## config.mk

```make
export PLATFORM = sky130hd
export DESIGN_NAME = salc_ram
export DESIGN_NICKNAME = d
export VERILOG_FILES = /design/src/rtl/salc_ram.sv
export SDC_FILE = /design/constraint.sdc
export NUM_CORES = 1
export LEC_CHECK = 0
export ABC_AREA = 0
export BUFFER_PORTS_ARGS = -buffer_cell sky130_fd_sc_hd__buf_4
export CORE_MARGIN = 8
export CORE_UTILIZATION = 40
export DETAILED_ROUTE_END_ITERATION = 12
export GPL_TIMING_DRIVEN = 0
export SYNTH_ARGS = -nofsm -noshare
export SYNTH_HDL_FRONTEND = slang
export SYNTH_SLANG_ARGS = --single-unit
```

## constraint.sdc

```tcl
create_clock -name i_clk -period 3.55 [get_ports i_clk]
set_input_delay 0.355 -clock i_clk [delete_from_list [all_inputs] [get_ports i_clk]]
set_output_delay 0.355 -clock i_clk [all_outputs]
set_load 0.1 [all_outputs]
```

## src/rtl/salc_ram.sv

```systemverilog
// generic single write port ram with registered read
module salc_ram #(
    parameter int WIDTH = 8,
    parameter int DEPTH = 16,
    localparam int AW = (DEPTH > 1) ? $clog2(DEPTH) : 1
) (
    input  logic             i_clk,
    input  logic             i_we,
    input  logic [AW-1:0]    i_waddr,
    input  logic [WIDTH-1:0] i_wdata,
    input  logic             i_re,
    input  logic [AW-1:0]    i_raddr,
    output logic [WIDTH-1:0] o_rdata
);

    logic [WIDTH-1:0] r_mem [DEPTH];
    logic [WIDTH-1:0] r_rdata;

    always_ff @(posedge i_clk) begin
        if (i_we) begin
            r_mem[i_waddr] <= i_wdata;
        end
        if (i_re) begin
            r_rdata <= r_mem[i_raddr];
        end
    end

    assign o_rdata = r_rdata;

endmodule

```

==> results of run 1 <==
[cells in the mapped netlist, types with 2 or more instances]
| cell type | instances | area [um2] |
|---|---|---|
| a22oi_1 | 16 | 120 |
| buf_2 | 3 | 15.0 |
| buf_6 | 3 | 33.8 |
| clkdlybuf4s25_2 | 3 | 30.0 |
| edfxtp_1 | 136 | 4080 |
| mux4_1 | 14 | 368 |
| mux4_2 | 18 | 405 |
| nand2_1 | 9 | 33.8 |
| nand2b_1 | 2 | 12.5 |
| nand3b_1 | 2 | 15.0 |
| nor2_1 | 13 | 48.8 |
| nor3_1 | 4 | 20.0 |
[routing by layer]
| layer | up-vias | wire length, um | global-route usage [%] | part of all wire (%) |
|---|---|---|---|---|
| met4 | 0 | 125 | 5.53 | 1.3 |
| met3 | 7 | 591 | 3.67 | 6.0 |
| met5 | - | 0 | 0 | 0 |
| li1 | 1068 | - | - | - |
| met2 | 70 | 4810 | 18.2 | 49 |
| met1 | 1234 | 4350 | 16.6 | 44 |
[through the flow]
| stage | area, um2 | std cells | hold WS [ps] |
|---|---|---|---|
| final | 6220 | 458 | 217 |
| after global routing | 6220 | 458 | 205 |
| after floorplan | 5230 | 229 | 454 |
| after CTS | 6220 | 458 | 203 |
| after detailed placement | 5630 | 426 | 634 |
| after global placement | 5630 | 426 | 633 |
[placed cells by master (no fill, tap or decap), types with 2 or more instances in the layout]
cell type	Yosys	layout
mux4_1	14	14
edfxtp_1	136	136
buf_6	3	3
nor3_1	4	4
buf_2	3	3
nor2_1	13	13
clkdlybuf4s25_2	3	3
clkinv_2	0	2
mux4_2	18	18
nand3b_1	2	2
nand2b_1	2	2
clkbuf_16	0	17
a22oi_1	16	16
clkbuf_1	0	3
buf_4	1	26
clkinv_1	0	5
nand2_1	9	9
bufinv_16	0	4
[flip-flops by register name, indices dropped and copies added (netlist names)]
name	cells
o_rdata	8
r_mem	128
[cells by family after synthesis]
logic type / count (synthesis) / share of synthesized area [%]
flops: 136 / 78.1
buf+inv: 10 / 1.65
compound gates: 16 / 2.30
simple gates: 35 / 3.14
mux: 32 / 14.8
[area by class of cell]
cell class                      count  area [um2]  share of cell area [%]
Clock buffer                       20         437                    7.02
Tap cell                          172         215                    3.46
Clock inverter                     12         156                    2.51
Multi-Input combinational cell     83        1060                    17.0
Timing Repair Buffer               25         188                    3.02
Buffer                             10        86.3                    1.39
Sequential cell                   136        4080                    65.6
[path summary, 6_finish.rpt]
check                              endpoint  slack [ps]  cells past startpoint
worst max-delay path            r_mem[0][0]        1650                      3
worst min-delay path             o_rdata[1]         220                      1
worst max register to register   o_rdata[7]        2030                      3
worst min register to register   o_rdata[0]         760                      3
[power groups by stage]
stage	Clock [mW]	Combinational [mW]	Sequential (mW)
3_5_place_dp	0	0.238	1.85
5_1_grt	1.84	0.248	1.82
4_1_cts	1.78	0.239	1.82
3_3_place_gp	0	0.235	1.85
2_1_floorplan	0	0.0913	1.91
6_report	1.76	0.236	1.82
==> impl_metrics.ini, run 1 <==
[cts]
cts_tree = built
ctsHoldBuffers = 0
cts_max_path_buffers = 2
cts.sinks = 136
postCtsResizedCells = 0
clk_pin_slew_worst_paths_ps = 60
h-tree-depth = 4
clockRootBuffer = clkbuf_16
cts_setup_buffers = 0
clkLatencyLatePin_ps = 410
numCtsBuffers = 17

[sta]
clock_skew_ps = 5.67
max_freq_mhz = 526
maxSlewViolCount = 0
rsz0062_at_grt = false
final-setup-viol-count = 0
period_minus_slack_ps = 1900
tns_ps = 0
slew_headroom_pct = 19.7
report.final.hold_viol_count = 0
period_share_pct = 53.6
layout_setup_ws_ps = 1650
tightestPinTransition_ps = 1190

[pwr]
ir_worst_vdd_mv = 0.306
p_clk_share_pct = 46.1
p_sw_mw = 0.763
p_leak_nw = 2.06
combPwrFrac_pct = 6.2
p_sw_share_pct = 20.0
internal-power_mw = 3.05
seq_power_share_pct = 47.7
power_mw = 3.81
powerDensity_nw_per_um2 = 613

[floorplan]
ios = 27
die_area_um2 = 17000
die_h_um = 130
start_util_pct = 41.3
die_w_um = 130
row_count = 41
core_area_um2 = 12700

[placement]
io_buffers = 25
dpl.hpwl_um = 6270
routabilityCongestion = 0.746
place_ws_ps = 1160

[grt]
grt_pass1_wl_um = 14300
first_global_vias = 2411
gr-usage-all-layers_pct = 12.4
antenna_found_initial = 0
grt.overflow.total = 0
grt_max_degree = 17

[final_layout]
syn_to_final_growth_pct = 19.1
diodes = 0
drive_gt1_share_pct = 27.3
fillers = 1030
fin_nets = 292
fin_util_pct = 49.1

[synthesis]
synth_fp_nets = 248
syn_avg_cell_area_um2 = 22.8
seq_area_frac_synth_pct = 78.1
synth_edf_count = 136
syn_area_um2 = 5230
ys_warn_count = 0
synthCells = 229
async_flop_share_pct = 0
ys_types = 18
synth.ff_latch_count = 136
synth-main-ff-cell = edfxtp_1

[worst_setup_path]
cp_cell_sequence = buf_4 > or3b_2 > nor3_1
critPathKind = input pin to flip-flop
r2r-start = r_mem[15][7]
path_buf_inv = 1
path_delay_family = simple AND/OR/NAND/NOR gates
path_max_fanout = 8
slowest_stage = nor3_1
cp-start-kind = input pin
crit_arrival_ps = 1920
cp_data_required_time_ps = 3570
cpPeakStageDelay_ps = 910
end_kind = flip-flop
startpoint = i_waddr[2]

[routing]
vias = 2379
routed_wl_um = 9880
firstDrtPassIters = 4
drt-initial-drc-count = 194
routed_via_density = 5.19
drc = 0
wl_per_cell_um = 21.6
ant_nets = 0

[worst_hold_path]
hold_path_class = input pin to flip-flop
min_from = i_re

[job]
drv_cap = 0

[outcome]
status = finished clean
Power figures use the tool's default switching activity.
==> run 2, diff against run 1 <==
Settings changed: ABC_AREA 0 to 1.
Clock period 3.55 ns to 1.6 ns, I/O delays scaled along.
==> impl_metrics.ini, run 2 <==
[outcome]
status = finished clean

[synthesis]
seq_area_frac_synth_pct = 69.8
synth.ff_latch_count = 136
ys_types = 11
syn_avg_cell_area_um2 = 10.6
synth_top_family_by_area = simple AND/OR/NAND/NOR gates
synth_common_cells = nand2_1, edfxtp_1, inv_1
ys_warn_count = 0
synthSimpleGateAreaFrac_pct = 20.8
synth_edf_count = 136
yosysMostFrequentCell = nand2_1
synth_xor_area_share_pct = 0
synthTopCellsByArea = edfxtp_1, nand2_1, nand3_1
synthCells = 551
async_flop_share_pct = 0
synth_top_area_cell = edfxtp_1
synth_mux_area_share_pct = 0
synth-compound-area-share_pct = 0
synth-main-ff-cell = edfxtp_1
syn_area_um2 = 5850
synth_fp_nets = 570
synth_fa_ha_area_share_pct = 0
yosysTopAreaCellShare_pct = 69.8

[job]
drv_cap = 0

[grt]
grt_max_degree = 17
antenna_found_initial = 0
gr-usage-all-layers_pct = 16.3
grt.overflow.total = 0
first_global_vias = 3855
grt_pass1_wl_um = 22000

[worst_setup_path]
path_max_fanout = 8
cp-start-kind = input pin
cp_data_required_time_ps = 1640
end_kind = flip-flop
crit_arrival_ps = 1330
critPathKind = input pin to flip-flop

[final_layout]
regMostFlops = r_mem
diodes = 0
drive_gt1_share_pct = 12.5
fillers = 1313
largest_reg_flops = 128
syn_to_final_growth_pct = 17.8
fin_nets = 612
fin_area_um2 = 6890
final_cell_mix = nand2_1, edfxtp_1, inv_1
stdcell_count = 790
final_common_cell = nand2_1

[worst_hold_path]
hold_path_class = input pin to flip-flop

[floorplan]
die_area_um2 = 18700
die_h_um = 137
start_util_pct = 40.5
die_w_um = 137
core_area_um2 = 14400
ios = 27
row_count = 44

[sta]
rsz0062_at_grt = false
tightestPinTransition_ps = 949
period_minus_slack_ps = 1290
clock_skew_ps = 5.70
tns_ps = 0
maxSlewViolCount = 0
slew_headroom_pct = 36.5
fin_hold_ws_ps = 10.7
max_freq_mhz = 773
final-setup-viol-count = 0
period_share_pct = 80.8
layout_setup_ws_ps = 307
report.final.hold_viol_count = 0

[pwr]
ir_worst_vdd_mv = 0.749
powerDensity_nw_per_um2 = 1290
p_leak_nw = 2.95

[placement]
io_buffers = 23
dpl.hpwl_um = 9280
dp_cells = 758
routabilityCongestion = 0.866
place_ws_ps = -119
postPlaceCellArea_um2 = 6250

[routing]
wl_per_cell_um = 17.9
drc = 0
ant_nets = 0
drt-initial-drc-count = 422
routed_via_density = 4.84
routed_wl_um = 14100
vias = 3825
firstDrtPassIters = 5

[cts]
clkLatencyLatePin_ps = 420
cts_tree = built
clk_pin_slew_worst_paths_ps = 60
cts_max_path_buffers = 2
cts.sinks = 136
clockRootBuffer = clkbuf_16
postCtsResizedCells = 0
numCtsBuffers = 17
h-tree-depth = 4
cts_setup_buffers = 0
ctsHoldBuffers = 0
==> run 2: kinds of logic after synthesis <==
| family | after synthesis |
|---|---|
| buffers and inverters | 126 |
| DFF | 136 |
| and+or+nand+nor | 289 |
==> run 2: area by class of cell <==
type                            instances  area (um2)  area share (%)
Multi-Input combinational cell        289        1210            17.6
Sequential cell                       136        4080            59.3
Tap cell                              184         230            3.34
Buffer                                 24         166            2.42
Clock buffer                           20         437            6.34
Timing Repair Buffer                   23         173            2.51
Clock inverter                         12         200            2.91
Inverter                              102         383            5.56
==> run 2: final timing paths <==
path,depth (start not counted),end,slack (ps),startpoint
setup / recovery,3,r_mem[4][1],310,i_waddr[3]
hold / removal,1,o_rdata[4],10,i_re
setup reg to reg,6,o_rdata[1],460,r_mem[0][1]
hold reg to reg,6,o_rdata[5],770,r_mem[12][5]
==> run 2: critical path, stage by stage <==
cell and delay (ps):
buf_4 120, nand3b_1 270, nor2_1 780
==> run 2: routing by layer <==
metal  vias to the layer above  part of all wire, %  track usage [%]
li1                       1862                    -                -
met1                      1803                   43             20.9
met2                       140                   47             25.2
met3                        20                  7.9             4.81
met4                         0                  1.9             6.58
met5                         -                    0                0
==> run 2: per-stage QoR <==
| stage | power [mW] | utilization, % |
|---|---|---|
| after floorplan | 4.51 | - |
| after global placement | 4.75 | 43.3 |
| after detailed placement | 4.76 | 43.3 |
| after CTS | 8.93 | 47.7 |
| after global routing | 9.11 | 47.7 |
| final | 8.90 | 47.7 |
==> run 2: power breakdown <==
part | switching (mW) | internal [mW]
registers | 0.0187 | 4.01
clock network | 1.45 | 2.76
logic | 0.487 | 0.171
==> run 3, diff against run 2 <==
Clock period 1.6 ns to 1.3 ns, I/O delays scaled along.
==> impl_metrics.ini, run 3 (synthesis results as in run 2) <==
[outcome]
status = finished clean

[floorplan]
row_count = 44
core_area_um2 = 14400
die_w_um = 137
die_h_um = 137
die_area_um2 = 18700
start_util_pct = 40.5
ios = 27

[final_layout]
multi_input_comb_area_um2 = 1220
stdcell_count = 791
syn_to_final_growth_pct = 18.1
fillers = 1315
fin_nets = 613
seq_area_um2 = 4080
diodes = 0
final_cell_mix = nand2_1, edfxtp_1, inv_1
fin_util_pct = 47.9
drive_gt1_share_pct = 13.2
largest_reg_flops = 128
final_common_cell = nand2_1
regMostFlops = r_mem
fin_area_um2 = 6910

[placement]
io_buffers = 23
dpl.hpwl_um = 9280
postPlaceCellArea_um2 = 6250
routabilityCongestion = 0.866
dp_cells = 758

[cts]
cts_tree = built
cts.sinks = 136
cts_max_path_buffers = 2
clk_pin_slew_worst_paths_ps = 50
numCtsBuffers = 17
h-tree-depth = 4
clockRootBuffer = clkbuf_16
clkLatencyLatePin_ps = 420

[worst_setup_path]
end_kind = flip-flop
path_max_fanout = 8
path_buf_inv = 1
cp_data_required_time_ps = 1340
cpPeakStageDelay_ps = 710
slowest_stage = nor2_1
cp-start-kind = input pin
cp_cell_sequence = buf_4 > nand3b_1 > nor2_1
crit_arrival_ps = 1270
path_delay_family = simple AND/OR/NAND/NOR gates
critPathKind = input pin to flip-flop

[pwr]
internal-power_mw = 8.55
p_sw_mw = 2.40
p_leak_nw = 2.95
combPwrFrac_pct = 7.4
p_sw_share_pct = 21.9
p_clk_share_pct = 47.3
ir_worst_vdd_mv = 0.925
seq_power_share_pct = 45.3
powerDensity_nw_per_um2 = 1590

[sta]
tightestPinTransition_ps = 838
slew_headroom_pct = 43.9
maxSlewViolCount = 0
max_freq_mhz = 816
rsz0062_at_grt = false
report.final.hold_viol_count = 0
period_minus_slack_ps = 1230
final-setup-viol-count = 0
period_share_pct = 94.3
clock_skew_ps = 4.85

[routing]
firstDrtPassIters = 4
wl_per_cell_um = 17.9
drc = 0
routed_via_density = 4.87
ant_nets = 0
vias = 3851
drt-initial-drc-count = 444
routed_wl_um = 14100

[worst_hold_path]
hold_path_class = input pin to flip-flop

[grt]
grt.overflow.total = 0
grt_pass1_wl_um = 22000
grt_max_degree = 17
first_global_vias = 3855
gr-usage-all-layers_pct = 16.3
antenna_found_initial = 0

[job]
drv_cap = 0
==> run 3: worst paths after layout <==
kind,end,depth (start not counted),from,slack [ps]
setup / recovery,r_mem[6][3],3,i_waddr[3],70
hold / removal,r_mem[4][0],1,i_wdata[0],60
setup reg to reg,o_rdata[3],6,r_mem[0][3],160
hold reg to reg,o_rdata[5],6,r_mem[12][5],770
==> run 3: stage by stage <==
| stage | worst slack (ps) | total power [mW] | hold WS [ps] | setup TNS (ps) |
|---|---|---|---|---|
| final | 74.0 | 11.0 | 59.2 | 0 |
| after global routing | 3.53 | 11.2 | 61.2 | 0 |
| after CTS | 42.8 | 11.0 | 52.5 | 0 |
| after detailed placement | -389 | 5.86 | 409 | -28120 |
| after global placement | -333 | 5.85 | 406 | -24480 |
| after floorplan | 219 | 5.55 | 229 | 0 |
==> run 3: routing by layer <==
metal | part of all wire, % | up-vias | track usage [%]
met1 | 44 | 1809 | 20.9
met3 | 7.6 | 26 | 4.81
li1 | - | 1866 | -
met5 | 0 | - | 0
met2 | 47 | 150 | 25.2
met4 | 2.2 | 0 | 6.58
==> run 3: power groups by stage <==
stage	clock [mW]	combinational (mW)	sequential, mW
finish	5.18	0.813	4.96
global route	5.36	0.885	4.97
CTS	5.22	0.815	4.96
detailed placement	0	0.807	5.06
global placement	0	0.798	5.05
floorplan	0	0.346	5.21
==> run 3: layout make-up <==
class                   count  share of cell area (%)
plain buffers              24                    2.41
clock buffers              20                    6.32
clock inverters            12                    2.90
inverters                 102                    5.54
multi-input cells         289                    17.7
flip-flops and latches    136                    59.1
well taps                 184                    3.33
repair buffers             24                    2.64
==> run 3: repair_timing <==
| action | in CTS | in global routing |
|---|---|---|
| buffers inserted | 0 | 0 |
| hold buffers | 1 | 0 |
| resized for setup | 0 | 4 |
| endpoints found under the setup margin | 0 | 24 |
| hold endpoints to repair | 8 | 0 |
